==> src/ctce_pkg.sv <==
// shared types and constants for the text console character engine
package ctce_pkg;

   localparam int MAX_ADDR_W = 15;
   localparam int QUEUE_DEPTH = 4;
   localparam int QUEUE_PTR_W = 2;

   localparam logic [7:0] CH_NUL = 8'h00;
   localparam logic [7:0] CH_BLANK = 8'h20;
   localparam logic [7:0] CH_NEWLINE = 8'h0A;
   localparam logic [7:0] CH_BACKSPACE = 8'h08;
   localparam logic [7:0] ATTR_DEFAULT = 8'h07;

   typedef enum logic [1:0] {
      REQ_PUT   = 2'd0,
      REQ_CLEAR = 2'd1,
      REQ_READ  = 2'd2
   } kind_type;

   typedef enum logic [2:0] {
      OP_NOP,
      OP_PUT,
      OP_NEWLINE,
      OP_BACKSPACE,
      OP_CLEAR,
      OP_READ
   } op_type;

   typedef struct packed {
      op_type                op;
      logic [7:0]            ch;
      logic [MAX_ADDR_W-1:0] addr;
   } cmd_type;

   typedef struct packed {
      logic [4:0]  cursor_row;
      logic [6:0]  cursor_col;
      logic [10:0] cursor_pos;
      logic        cursor_written;
      logic [7:0]  cell_char;
      logic [7:0]  cell_attr;
   } result_type;

endpackage

==> src/ctce_queue.sv <==
// short command queue between the front and back stages
module ctce_queue (
   input  logic              clock,
   input  logic              reset,
   input  logic              push_valid,
   output logic              push_ready,
   input  ctce_pkg::cmd_type push_cmd,
   output logic              pop_valid,
   input  logic              pop_ready,
   output ctce_pkg::cmd_type pop_cmd
);
   import ctce_pkg::*;

   cmd_type slots_ff [QUEUE_DEPTH];
   logic [QUEUE_PTR_W-1:0] wr_ptr_ff, wr_ptr_in, rd_ptr_ff, rd_ptr_in;
   logic [QUEUE_PTR_W:0]   count_ff, count_in;
   logic push, pop;

   assign push_ready = count_ff != (QUEUE_PTR_W+1)'(QUEUE_DEPTH);
   assign pop_valid = count_ff != '0;
   assign pop_cmd = slots_ff[rd_ptr_ff];
   assign push = push_valid && push_ready;
   assign pop = pop_valid && pop_ready;

   always_comb begin
      wr_ptr_in = push ? wr_ptr_ff + 1'b1 : wr_ptr_ff;
      rd_ptr_in = pop ? rd_ptr_ff + 1'b1 : rd_ptr_ff;
      count_in = count_ff;
      if (push && !pop) count_in = count_ff + 1'b1;
      else if (pop && !push) count_in = count_ff - 1'b1;
   end

   always_ff @(posedge clock) begin
      if (push) slots_ff[wr_ptr_ff] <= push_cmd;
      if (reset) begin
         wr_ptr_ff <= '0;
         rd_ptr_ff <= '0;
         count_ff <= '0;
      end else begin
         wr_ptr_ff <= wr_ptr_in;
         rd_ptr_ff <= rd_ptr_in;
         count_ff <= count_in;
      end
   end

endmodule

==> config.mk <==
export PLATFORM = sky130hd
export DESIGN_NAME = ctce_queue
export DESIGN_NICKNAME = d
export VERILOG_FILES = /design/src/ctce_pkg.sv /design/src/ctce_queue.sv
export SDC_FILE = /design/constraint.sdc
export NUM_CORES = 1
export LEC_CHECK = 0
export BUFFER_PORTS_ARGS = -buffer_cell sky130_fd_sc_hd__clkbuf_2
export CAP_MARGIN = 20
export CORE_MARGIN = 2
export CORE_UTILIZATION = 64
export CTS_BUF_LIST = sky130_fd_sc_hd__clkbuf_8
export CTS_CLUSTER_SIZE = 16
export DETAILED_ROUTE_END_ITERATION = 10
export PLACE_DENSITY = 0.94
export SYNTH_ARGS = -nofsm -noshare
export SYNTH_HDL_FRONTEND = slang
export SYNTH_SLANG_ARGS = --single-unit
==> constraint.sdc <==
create_clock -name clock -period 3.03 [get_ports clock]
set_input_delay 0 -clock clock [delete_from_list [all_inputs] [get_ports clock]]
set_output_delay 0 -clock clock [all_outputs]
set_load 0.005 [all_outputs]
==> results_dict.tcl <==
set metrics [dict create \
    postLayoutCellArea_mm2 0.00528 \
    synthFlopType "edfxtp_1" \
    routedWlPerCell_um 21.5 \
    cts_buffer_depth 2 \
    slew_violations 0 \
    totalPowerFinal_mw 4.28 \
    routabilityCongestion 0.773 \
    dieHeight_um 85.6 \
    num_rows 29 \
    cts_resized 0 \
    rsz0062_at_grt "no" \
    seqPwrFrac 0.483 \
    placed_area_mm2 0.00461 \
    grt_max_degree 27 \
    num-nets-final 322 \
    netlist_area_mm2 0.00426 \
    end_kind "flop" \
    drc_errors 0 \
    arrival_ps 2580 \
    grt_pass1_wl_mm 12.4 \
    clock_power_share 0.317 \
    antenna_left 0 \
    clock_latency_ps 410 \
    gr-total-overflow 0 \
    internal_power_mw 3.18 \
    synth_edf_count 104 \
    finalHoldViolCount 0 \
    fin_crit_ps 2240 \
    synthDominantCellAreaShare 0.733 \
    core_area_mm2 0.00639 \
    via_per_inst 5.79 \
    yosys-top-cells-area "edfxtp_1 (73%), mux4_2 (11%), dfxtp_1 (4.2%)" \
    antenna_cells 0 \
    crit_fanout 7 \
    required_ps 3370 \
    swShare 0.257 \
    async_flop_share 0 \
    grt_pass1_vias 2336 \
    yosysSeqAreaShare 0.775 \
    max_freq_mhz 446 \
    post_cts_buffers 0 \
    cts_hold_buf 28 \
    irDropWorstVdd_mv 0.702 \
    drtIter0Drc 141 \
    ios 58 \
    worstMarginPinSlew_ps 903 \
    path_clk_slew_ps 60 \
    cts-root-buf "clkbuf_8" \
    hpwlAfterDp_mm 4.19 \
    portBuffers 57 \
    skew_ps 6.13 \
    drt_wl_total_mm 8.06 \
    ys_types 25 \
    relSlewSlack 0.398 \
    drive_gt1_frac 0.379 \
    clock-sinks 113 \
    die_area_mm2 0.00733 \
    cp_cell_sequence "nor2_1 -> a21boi_2 -> ha_1 -> inv_1 -> fa_1 -> xor2_1 -> or3_1 -> a21oi_1" \
    p_comb_frac 0.200 \
    cts_tree "built" \
    start_kind "flop" \
    timing.setup.tns_ps 0 \
    cap_violations 0 \
    post-route-period-util 0.740 \
    setup_ws_ps 787 \
    grt_use_total 0.245 \
    htree_levels 4 \
    synth-seq-cells 113 \
    hold_path.class "input port to flop" \
    power.density_mw_per_mm2 810 \
    finalSetupViolations 0 \
    vias 2170 \
    antenna_found_initial 0 \
    syn_inst 184 \
    power.leakage_nw 1.90 \
    yosys.area.top_type "edfxtp_1" \
    yosys_warnings 0 \
    worstSetupPathType "flop to flop" \
    numCtsBuffers 17 \
    utilization 0.827 \
    status "complete, no violations" \
    slowest_delay_ps 450 \
    place_ws_ps 831 \
    synth_fp_nets 220 \
    p_sw_mw 1.10 \
    cp_slowest_cell "dfxtp_1" \
    avgSynthCellArea_um2 23.2 \
    first_pass_iters 4 \
    fp.dieW_um 85.6 \
    start_util 0.668 \
    synthToLayoutAreaGrowth_pct 23.8 \
]
## kinds of logic (layout without fill, tap and decap cells)
| group | Yosys count | in the layout | synth area share |
|---|---|---|---|
| AOI/OAI and AO/OA | 5 | 5 | 0.00880 |
| xor gates and xnor gates | 4 | 4 | 0.00822 |
| DFF | 113 | 113 | 0.775 |
| muxes | 29 | 29 | 0.150 |
| adders and majority gates | 6 | 6 | 0.0194 |
| buffers and inverters | 10 | 124 | 0.0191 |
| and+or+nand+nor | 17 | 17 | 0.0197 |
## cells in the final DEF (no fill, tap or decap)
cell and n:
buf_4 5, edfxtp_1 104, o311ai_0 1, a21boi_2 1, mux4_2 20, mux2i_1 2, dfxtp_1 8, nand2b_1 2
inv_1 6, mux2_2 1, mux4_1 6, fa_1 1, clkinv_2 4, dfxtp_2 1, clkbuf_8 17, nand2_1 1
clkbuf_2 57, bufinv_16 3, xor2_1 4, and2_1 4, o31ai_1 1, or3_1 2, clkinvlp_4 4, ha_1 5
a21oi_1 1, nor2_1 8, o21ai_0 1, dlygate4sd3_1 28
## layout make-up
class                   count  area [um^2]
clock buffers              17          234
clock inverters            14          151
fillers                   298         1110
inverters                   3         11.3
multi-input cells          61          878
flip-flops and latches    113         3300
well taps                  77         96.3
repair buffers             90          603
## power by group through the flow
| stage | registers (mW) | logic (mW) | clock network, mW |
|---|---|---|---|
| final | 2.06 | 0.854 | 1.36 |
| after detailed placement | 2.09 | 0.805 | 0 |
| after CTS | 2.07 | 0.846 | 1.36 |
| after floorplan | 1.98 | 0.646 | 0 |
| after global routing | 2.09 | 0.919 | 1.45 |
| after global placement | 2.07 | 0.785 | 0 |
## through the flow
| stage | cells | hold WS [ps] |
|---|---|---|
| after floorplan | 184 | 98.9 |
| final | 375 | 31.0 |
| after global routing | 375 | 19.0 |
| after global placement | 316 | 215 |
| after detailed placement | 316 | 223 |
| after CTS | 375 | 9.28 |
## synthesized netlist by cell type (2+ instances only)
cell      number
edfxtp_1     104
mux4_2        20
dfxtp_1        9
nor2_1         8
mux4_1         6
ha_1           5
and2_1         4
xor2_1         4
inv_1          3
buf_12         2
buf_2          2
mux2i_1        2
nand2b_1       2
or3_1          2
## sequential cells by signal, summed over array words and instances (netlist names), named ones only
signal,count
slots_ff,104
wr_ptr_ff,2
rd_ptr_ff,2
count_ff,3
## worst max-delay path, delay by kind of cell, from the launching register on
| family | cells | cell delay [ps] |
|---|---|---|
| compound gates | 2 | 460 |
| xor+xnor | 1 | 160 |
| fa+ha+maj | 2 | 630 |
| buf+inv | 1 | 70 |
| flops | 1 | 450 |
| simple gates | 2 | 410 |
## final timing paths
kind / startpoint / cells past startpoint / slack, ps / end
setup / recovery: count_ff[0]$_SDFFE_PP0P_ / 8 / 790 / count_ff[2]$_SDFFE_PP0P_
hold / removal: push_valid / 3 / 30 / wr_ptr_ff[1]$_SDFFE_PP0P_
setup reg to reg: count_ff[0]$_SDFFE_PP0P_ / 8 / 790 / count_ff[2]$_SDFFE_PP0P_
hold reg to reg: wr_ptr_ff[1]$_SDFFE_PP0P_ / 2 / 520 / wr_ptr_ff[1]$_SDFFE_PP0P_
## per-layer routing
layer / vias up / track usage / share of wire
met5: - / 0 / 0
met4: 0 / 0.120 / 0.032
li1: 966 / - / -
met1: 1089 / 0.267 / 0.36
met3: 15 / 0.0722 / 0.055
met2: 100 / 0.437 / 0.56
Note: power is estimated with default switching activity, not from simulation.
