### src/ctce_pkg.sv
// shared types and constants for the text console character engine
package ctce_pkg;

   localparam int MAX_ADDR_W = 15;
   localparam int QUEUE_DEPTH = 4;
   localparam int QUEUE_PTR_W = 2;

   localparam logic [7:0] CH_NUL = 8'h00;
   localparam logic [7:0] CH_BLANK = 8'h20;
   localparam logic [7:0] CH_NEWLINE = 8'h0A;
   localparam logic [7:0] CH_BACKSPACE = 8'h08;
   localparam logic [7:0] ATTR_DEFAULT = 8'h07;

   typedef enum logic [1:0] {
      REQ_PUT   = 2'd0,
      REQ_CLEAR = 2'd1,
      REQ_READ  = 2'd2
   } kind_type;

   typedef enum logic [2:0] {
      OP_NOP,
      OP_PUT,
      OP_NEWLINE,
      OP_BACKSPACE,
      OP_CLEAR,
      OP_READ
   } op_type;

   typedef struct packed {
      op_type                op;
      logic [7:0]            ch;
      logic [MAX_ADDR_W-1:0] addr;
   } cmd_type;

   typedef struct packed {
      logic [4:0]  cursor_row;
      logic [6:0]  cursor_col;
      logic [10:0] cursor_pos;
      logic        cursor_written;
      logic [7:0]  cell_char;
      logic [7:0]  cell_attr;
   } result_type;

endpackage

### src/ctce_front.sv
// front stage: decodes a request into a command and holds it for the queue
module ctce_front #(
   parameter int COLUMNS = 80,
   parameter int ROWS = 25
) (
   input  logic             clock,
   input  logic             reset,
   input  logic             in_valid,
   output logic             in_ready,
   input  logic [1:0]       in_kind,
   input  logic [7:0]       in_char,
   input  logic [4:0]       in_row,
   input  logic [6:0]       in_col,
   output logic             cmd_valid,
   input  logic             cmd_ready,
   output ctce_pkg::cmd_type cmd
);
   import ctce_pkg::*;

   logic    vld_ff, vld_in;
   cmd_type cmd_ff, cmd_in;
   logic [31:0] rd_addr;
   logic        rd_inside;

   assign rd_addr = 32'(in_row) * 32'(COLUMNS) + 32'(in_col);
   assign rd_inside = (32'(in_row) < 32'(ROWS)) && (32'(in_col) < 32'(COLUMNS));

   assign in_ready = !vld_ff || cmd_ready;
   assign cmd_valid = vld_ff;
   assign cmd = cmd_ff;

   always_comb begin
      cmd_in = cmd_ff;
      vld_in = vld_ff;
      if (vld_ff && cmd_ready) vld_in = 1'b0;
      if (in_valid && in_ready) begin
         vld_in = 1'b1;
         cmd_in.ch = in_char;
         cmd_in.addr = rd_addr[MAX_ADDR_W-1:0];
         unique case (kind_type'(in_kind))
            REQ_PUT: begin
               if (in_char == CH_NUL) cmd_in.op = OP_NOP;
               else if (in_char == CH_NEWLINE) cmd_in.op = OP_NEWLINE;
               else if (in_char == CH_BACKSPACE) cmd_in.op = OP_BACKSPACE;
               else cmd_in.op = OP_PUT;
            end
            REQ_CLEAR: cmd_in.op = OP_CLEAR;
            REQ_READ: cmd_in.op = rd_inside ? OP_READ : OP_NOP;
            default: cmd_in.op = OP_NOP;
         endcase
      end
   end

   always_ff @(posedge clock) begin
      cmd_ff <= cmd_in;
      if (reset) vld_ff <= 1'b0;
      else vld_ff <= vld_in;
   end

endmodule

### config.mk
export PLATFORM = sky130hd
export DESIGN_NAME = ctce_front
export DESIGN_NICKNAME = d
export VERILOG_FILES = /design/src/ctce_pkg.sv /design/src/ctce_front.sv
export SDC_FILE = /design/constraint.sdc
export NUM_CORES = 1
export LEC_CHECK = 0
export BUFFER_PORTS_ARGS = -buffer_cell sky130_fd_sc_hd__buf_2
export CELL_PAD_IN_SITES_DETAIL_PLACEMENT = 0
export CELL_PAD_IN_SITES_GLOBAL_PLACEMENT = 1
export CORE_MARGIN = 5
export CORE_UTILIZATION = 37
export CTS_BUF_LIST = sky130_fd_sc_hd__clkbuf_8
export CTS_CLUSTER_DIAMETER = 100
export DETAILED_ROUTE_END_ITERATION = 16
export MAX_ROUTING_LAYER = met4
export PLACE_DENSITY = 0.85
export SYNTH_ARGS = -nofsm -noshare
export SYNTH_HDL_FRONTEND = slang
export SYNTH_SLANG_ARGS = --single-unit
### constraint.sdc
create_clock -name clock -period 2.6 [get_ports clock]
set_input_delay 0.52 -clock clock [delete_from_list [all_inputs] [get_ports clock]]
set_output_delay 0.52 -clock clock [all_outputs]
set_load 0.005 [all_outputs]
==> flow_metrics.tcl, run 1 <==
set metrics [dict create \
    rows 20 \
    placed_cells 175 \
    startpoint_type "input port" \
    syn_avg_cell_area_um2 14.9 \
    synth.cell_area_um2 1180 \
    cts.root.buffer_cell "clkbuf_8" \
    synth.most_common_cell "edfxtp_1" \
    fillers 284 \
    portBuffers 51 \
    area_growth_pct 30.3 \
    finalCritPeriodShare_pct 83.2 \
    antenna_found_initial 0 \
    ant_nets 0 \
    cp_data_arrival_time_ps 2170 \
    grt_start_max_net_pins 25 \
    clock.fmax_ghz 0.462 \
    crit_type "in -> reg" \
    min_period_ps 2160 \
    maxCapViolations 0 \
    synth_area_leaders "edfxtp_1 61%, ha_1 9.6%, xnor2_1 4.5%, fa_1 3.4%, a21o_1 1.9%" \
    power_density_nw_per_um2 569 \
    die_x_um 66.4 \
    cts_resized 0 \
    route.detailed.wl_per_inst_um 13.0 \
    die-height_um 66.4 \
    yosys_warnings 0 \
    dp_hpwl_um 1990 \
    instances_no_fill 179 \
    rsz0062_at_grt "no" \
    pre_cts_ws_ps 178 \
    setup_viol 0 \
    clock_path_buffers 2 \
    synth_top_area_share_pct 61.2 \
    drive_above_1_share_pct 45.2 \
    seq_area_frac_synth_pct 62.9 \
    drt_wl_total_um 2330 \
    yosysTopAreaCell "edfxtp_1" \
    htree_num_levels 1 \
    syn_inst 79 \
    drt_first_pass_iters 4 \
    core_area_um2 3050 \
    cts-buffers-inserted 3 \
    dieArea_um2 4410 \
    grt_pass1_vias 877 \
    post-route-util_pct 50.2 \
    async_flop_share_pct 0 \
    cts_tree "done" \
    setup_tns_ps 0 \
    synth_edf_count 24 \
    p_leak_nw 0.684 \
    synth_seq_cells 25 \
    cp-end-kind "register" \
    cts_num_sinks 25 \
    grt_usage_pct 11.2 \
    cts_setup_buffers 0 \
    clk_latency_ps 260 \
    drt-initial-drc-count 20 \
    cp_max_fo 4 \
    ir_worst_vdd_mv 0.205 \
    place.gp.congestion 0.790 \
    viasPerCell 4.48 \
    grt_overflow 0 \
    layout.nets 173 \
    hold_buffers 0 \
    clk_pin_slew_ps 80 \
    start_util_pct 38.6 \
    finalHoldViolations 0 \
    antenna_cells 0 \
    vias 802 \
    synth_cell_types 27 \
    grt_pass1_wl_um 3750 \
    outcome "complete, no violations" \
    cp.required_ps 2610 \
    ios 54 \
    synth_top_flop_cell "edfxtp_1" \
    maxSlewViolCount 0 \
    hp-class "in -> reg" \
    fin_skew_ps 6.43 \
    netlist_top_cells_count "24 x edfxtp_1, 9 x ha_1, 6 x xnor2_1, 5 x inv_1, 4 x nor2_1" \
    drc 0 \
    setup_ws_ps 437 \
]
metrics by stage:
| stage | hold WS (ps) | area [um2] | power, mW |
|---|---|---|---|
| CTS | 392 | 1530 | 0.890 |
| finish | 402 | 1530 | 0.874 |
| global route | 390 | 1530 | 0.926 |
| floorplan | 522 | 1180 | 0.594 |
| detailed placement | 508 | 1490 | 0.670 |
| global placement | 483 | 1490 | 0.664 |
worst paths after layout:
| kind | startpoint | to | slack [ps] | cells past startpoint |
|---|---|---|---|---|
| max reg2reg | cmd_valid | cmd[7] | 1420 | 3 |
| max | in_row[1] | cmd[11] | 440 | 7 |
| min | reset | cmd_valid | 400 | 2 |
| min reg2reg | cmd_valid | cmd_valid | 520 | 2 |
metal layers:
layer	share of wire, %	up-vias	wire length [um]	track usage [%]
li1	-	397	-	-
met1	43	360	1010	13.3
met2	46	43	1070	19.1
met3	9.5	2	220	1.70
met4	1.0	0	24	4.57
met5	0	-	0	-
area by class of cell:
cell class / count / area [um2] / area share, %
multi-input cells: 49 / 410 / 26.8
well taps: 44 / 55.1 / 3.59
inverters: 5 / 18.8 / 1.22
clock inverters: 1 / 5.00 / 0.326
repair buffers: 52 / 263 / 17.1
flip-flops and latches: 25 / 741 / 48.3
clock buffers: 3 / 41.3 / 2.69
logic make-up (layout without fill, tap and decap cells):
family	Yosys count	in the layout	synth area share [%]
and+or+nand+nor	14	14	6.91
buffers and inverters	7	61	2.87
DFF	25	25	62.9
xor gates and xnor gates	7	7	5.21
other	1	3	0.319
adders and majority gates	11	11	13.0
muxes	1	1	0.956
AOI/OAI and AO/OA	13	13	7.86
critical path, cell delays in order:
cell and delay [ps]:
buf_2 130, ha_1 300, ha_1 230, fa_1 400, xnor2_1 290, nor3_2 100, a22o_1 210
sequential cells by signal (all words and copies together), names as in the netlist:
| signal | flops |
|---|---|
| cmd_valid | 1 |
| cmd | 24 |
cells in the final DEF, fill, tap and decap left out, types with 2 or more instances in the layout:
cell type and count:
nand2_1 3, buf_2 51, inv_1 5, a21oi_2 2
fa_1 2, conb_1 3, ha_1 9, xnor2_1 6
nor2_1 4, edfxtp_1 24, o21ai_0 3, a21o_1 3
clkbuf_8 3
where the power goes:
| part | internal, mW | switching [mW] | leakage (nW) |
|---|---|---|---|
| clock | 0.107 | 0.109 | 0.0255 |
| combinational | 0.0803 | 0.0856 | 0.417 |
| sequential | 0.484 | 0.00750 | 0.241 |
Note: power is estimated with default switching activity, not from simulation.
==> inputs of run 2 (changes only) <==
==> constraint.sdc (replaced) <==
create_clock -name clock -period 2 [get_ports clock]
set_input_delay 0.4 -clock clock [delete_from_list [all_inputs] [get_ports clock]]
set_output_delay 0.4 -clock clock [all_outputs]
set_load 0.005 [all_outputs]
==> run 2 against run 1 <==
Compared with the run above:
- flip-flop and latch count is the same
- critical path depth increased by 1
- setup slack got worse by 320 ps
- wire length is 2.0% higher
- first-iteration DRC count rose by 140%
==> flow_metrics.tcl, run 2 (synthesis gave the netlist of run 1 again) <==
set metrics [dict create \
    die_x_um 66.4 \
    drt_first_pass_iters 4 \
    largest_reg_flops 24 \
    finalPower_mw 1.17 \
    cp_max_fo 3 \
    final_cell_mix "51 x buf_2, 24 x edfxtp_1, 8 x ha_1, 7 x buf_4" \
    cts_tree "done" \
    core_area_um2 3050 \
    ir_worst_vdd_mv 0.244 \
    regArea_um2 741 \
    ant_nets 0 \
    drt_wl_total_um 2370 \
    grt_pass1_wl_um 3810 \
    power_density_nw_per_um2 735 \
    whs_path_depth 2 \
    hp-class "in -> reg" \
    cts.root.buffer_cell "clkbuf_8" \
    crit_type "in -> reg" \
    drive_above_1_share_pct 50.4 \
    portBuffers 51 \
    area_growth_pct 35.6 \
    outcome "complete, no violations" \
    dieArea_um2 4410 \
    cp.required_ps 2030 \
    clock_path_buffers 2 \
    finalCritPeriodShare_pct 93.9 \
    r2r-end "cmd[20]" \
    mostFrequentLayoutCell "buf_2" \
    rsz0062_at_grt "no" \
    cts-buffers-inserted 3 \
    layout.nets 179 \
    grt_pass1_vias 919 \
    grt_overflow 0 \
    drt-initial-drc-count 48 \
    rows 20 \
    cts_setup_buffers 0 \
    clk_latency_ps 270 \
    viasPerCell 4.49 \
    grt_usage_pct 11.8 \
    finalHoldViolations 0 \
    clk_pin_slew_ps 90 \
    cts_resized 0 \
    pre_cts_ws_ps -184 \
    maxCapViolations 0 \
    hold_buffers 0 \
    antenna_cells 0 \
    drc 0 \
    antenna_found_initial 0 \
    multi_input_area_um2 425 \
    maxSlewViolCount 0 \
    cts_num_sinks 25 \
    startpoint_type "input port" \
    setup_ws_ps 122 \
    cp_data_arrival_time_ps 1900 \
    reg2reg_from "cmd_valid" \
    ios 54 \
    min_period_ps 1880 \
    r2r_cells 3 \
    die-height_um 66.4 \
    worstHoldStart "reset" \
    whs_ps 295 \
    route.detailed.wl_per_inst_um 12.8 \
    regToRegSetupSlack_ps 840 \
    setup_viol 0 \
    clock.fmax_ghz 0.533 \
    vias 831 \
    min_to "cmd_valid" \
    post-route-util_pct 52.3 \
    htree_num_levels 1 \
    grt_start_max_net_pins 25 \
    fin_skew_ps 6.44 \
    start_util_pct 38.6 \
    dp_hpwl_um 1980 \
    fillers 287 \
    cp-end-kind "register" \
    place.gp.congestion 0.748 \
    p_leak_nw 0.711 \
]
-- run 2: worst max-delay path by stage --
stage / start / to / slack [ps]
final: in_row[1] / cmd[10] / 120
after global routing: in_row[1] / cmd[10] / 50
after CTS: in_row[1] / cmd[10] / 100
after detailed placement: in_row[1] / cmd[10] / -180
after global placement: in_row[1] / cmd[10] / -130
after floorplan: in_row[1] / cmd[10] / 3
-- run 2: critical path, cell delays in order --
cell,delay [ps]
buf_2,110
ha_1,290
ha_2,200
fa_2,560
nand2_2,70
nor2_1,80
o21ai_1,80
xnor2_1,120
-- run 2: report_power, final --
part | switching [mW] | total, mW | leakage (nW) | internal, mW
logic | 0.116 | 0.237 | 0.448 | 0.121
registers | 0.00843 | 0.638 | 0.241 | 0.629
clock network | 0.158 | 0.299 | 0.0217 | 0.141
-- run 2: stage by stage --
| step | cell area (um2) | setup TNS [ps] | cells |
|---|---|---|---|
| 2_1_floorplan | 1200 | 0 | 81 |
| 3_3_place_gp | 1550 | -260 | 181 |
| 3_5_place_dp | 1550 | -414 | 181 |
| 4_1_cts | 1600 | 0 | 185 |
| 5_1_grt | 1600 | 0 | 185 |
| 6_report | 1600 | 0 | 185 |
-- run 2: area by class of cell --
class                      count  area share, %
tap                           44           3.45
clock inverter                 1          0.470
multi-input combinational     49           26.6
timing repair buffer          58           19.3
inverter                       5           1.18
sequential                    25           46.4
clock buffer                   3           2.59
-- run 2: routing by layer --
layer	global-route usage, %	vias to the layer above	part of all wire, %
met2	20.3	44	47
met1	12.6	374	40
li1	-	409	-
met5	-	-	0
met4	5.33	0	1.6
met3	2.89	4	12
==> inputs of run 3 (changes only) <==
--- a/config.mk
+++ b/config.mk
@@ -8,6 +8,7 @@
 export BUFFER_PORTS_ARGS = -buffer_cell sky130_fd_sc_hd__buf_2
 export CELL_PAD_IN_SITES_DETAIL_PLACEMENT = 0
 export CELL_PAD_IN_SITES_GLOBAL_PLACEMENT = 1
+export CORE_ASPECT_RATIO = 1.75
 export CORE_MARGIN = 5
 export CORE_UTILIZATION = 37
 export CTS_BUF_LIST = sky130_fd_sc_hd__clkbuf_8
==> run 3 against run 2 <==
Compared with the run above:
- setup slack got worse by 43 ps
- worst hold slack got worse by 9.3 ps
- flip-flop and latch count unchanged
- critical path depth unchanged
- non-clock buffer count unchanged
- design area about the same
- sequential power about the same
- power decreased by 1.4%
- global-route usage decreased by 0.38 points
- maximum frequency decreased by 2.2%
- first-iteration DRC count decreased by 92%
- critical endpoint unchanged
- largest cell class unchanged
==> flow_metrics.tcl, run 3 (synthesis gave the netlist of run 1 again) <==
set metrics [dict create \
    drive_above_1_share_pct 51.1 \
    drt_first_pass_iters 4 \
    clk_latency_ps 260 \
    area_growth_pct 35.7 \
    stdcell_area_um2 1600 \
    drt_wl_total_um 2390 \
    crit_buf_inv 1 \
    slowest_stage "fa_2" \
    grt_pass1_vias 908 \
    crit_type "in -> reg" \
    cp_data_arrival_time_ps 1930 \
    htree_num_levels 1 \
    fillers 290 \
    grt_overflow 0 \
    p_leak_nw 0.716 \
    clock.fmax_ghz 0.521 \
    maxCapViolations 0 \
    fin_skew_ps 2.50 \
    portBuffers 51 \
    grt_start_max_net_pins 25 \
    cpPeakStageDelay_ps 550 \
    antenna_found_initial 0 \
    dp_hpwl_um 2040 \
    setup_viol 0 \
    cts-buffers-inserted 3 \
    start_util_pct 37.9 \
    place.gp.congestion 0.722 \
    route.detailed.wl_per_inst_um 13.0 \
    rows 27 \
    path_delay_family "adder cells" \
    drt-initial-drc-count 4 \
    layout.nets 179 \
    whs_ps 286 \
    cp-end-kind "register" \
    die-height_um 84.6 \
    crit_chain "buf_2 -> ha_1 -> ha_2 -> fa_2 -> nand2_2 -> nor2_2 -> o21ai_2 -> xnor2_1" \
    vias 857 \
    ios 54 \
    cts_num_sinks 25 \
    core_area_um2 3110 \
    cp.required_ps 2010 \
    ir_worst_vdd_mv 0.266 \
    ant_nets 0 \
    dieArea_um2 4450 \
    finalHoldViolations 0 \
    cts_tree "done" \
    rsz0062_at_grt "no" \
    die_x_um 52.6 \
    antenna_cells 0 \
    mostFrequentLayoutCell "buf_2" \
    largest_reg_flops 24 \
    hp-class "in -> reg" \
    outcome "complete, no violations" \
    power_density_nw_per_um2 724 \
    startpoint_type "input port" \
    clk_pin_slew_ps 70 \
    viasPerCell 4.66 \
    clock_path_buffers 2 \
    final_cell_mix "51 x buf_2, 24 x edfxtp_1, 8 x ha_1, 7 x buf_4, 6 x inv_1" \
    cp_max_fo 3 \
    drc 0 \
    cts.root.buffer_cell "clkbuf_8" \
    maxSlewViolCount 0 \
    placed_area_um2 1550 \
    finalCritPeriodShare_pct 96.0 \
    min_period_ps 1920 \
    hold_buffers 0 \
    grt_pass1_wl_um 3710 \
    grt_usage_pct 11.4 \
]
## run 3: changes by cell type in the layout (fill, tap and decap cells not counted)
cell | previous run | this run
clkinvlp_4 | 1 | 0
inv_1 | 5 | 6
nor2_1 | 4 | 3
nor2_2 | 0 | 1
o21ai_1 | 1 | 0
o21ai_2 | 0 | 1
## run 3: area by class of cell
| cell class | instances | area, um2 | share of cell area (%) |
|---|---|---|---|
| multi-input cells | 49 | 432 | 27.0 |
| clock buffers | 3 | 41.3 | 2.58 |
| flip-flops and latches | 25 | 741 | 46.4 |
| repair buffers | 58 | 308 | 19.3 |
| inverters | 5 | 18.8 | 1.17 |
| clock inverters | 1 | 3.75 | 0.235 |
| well taps | 43 | 53.8 | 3.37 |
## run 3: power by group
part | internal, mW | leakage [nW] | total, mW | switching (mW)
clock network | 0.137 | 0.0269 | 0.275 | 0.138
logic | 0.122 | 0.448 | 0.243 | 0.121
registers | 0.629 | 0.241 | 0.639 | 0.00929
total | 0.888 | 0.716 | 1.16 | 0.269
## run 3: path summary, 6_finish.rpt
kind | from | end | slack [ps] | cells past startpoint
setup / recovery | in_row[1] | cmd[10] | 80 | 8
hold / removal | reset | cmd_valid | 290 | 2
setup reg to reg | cmd_valid | cmd[9] | 820 | 3
hold reg to reg | cmd_valid | cmd_valid | 530 | 2
## run 3: worst register-to-register path: cells and delay by family (launching register included)
| family | cells | cell delay (ps) |
|---|---|---|
| DFF | 1 | 310 |
| buffers and inverters | 1 | 290 |
| and+or+nand+nor | 2 | 260 |
## run 3: metal layers
| metal | vias up | GRT usage, % | wire length (um) |
|---|---|---|---|
| li1 | 407 | - | - |
| met1 | 404 | 10.1 | 816 |
| met2 | 43 | 20.4 | 1310 |
| met3 | 3 | 1.60 | 233 |
| met4 | 0 | 8.37 | 34 |
| met5 | - | - | 0 |
## run 3: metrics by stage
stage               utilization (%)  instances  setup TNS [ps]  total power [mW]  setup WS [ps]
floorplan                         -         81               0             0.781           2.81
global placement               49.8        180            -248             0.879           -125
detailed placement             49.8        180            -478             0.893           -213
CTS                            51.2        184               0              1.18           61.8
global route                   51.4        184               0              1.22           7.82
finish                         51.4        184               0              1.16           79.4
## run 3: repair_timing
| item | 4_1_cts | 5_1_grt |
|---|---|---|
| setup buffers | 0 | 0 |
| endpoints found under the setup margin | 0 | 1 |
| gates resized for setup | 0 | 2 |
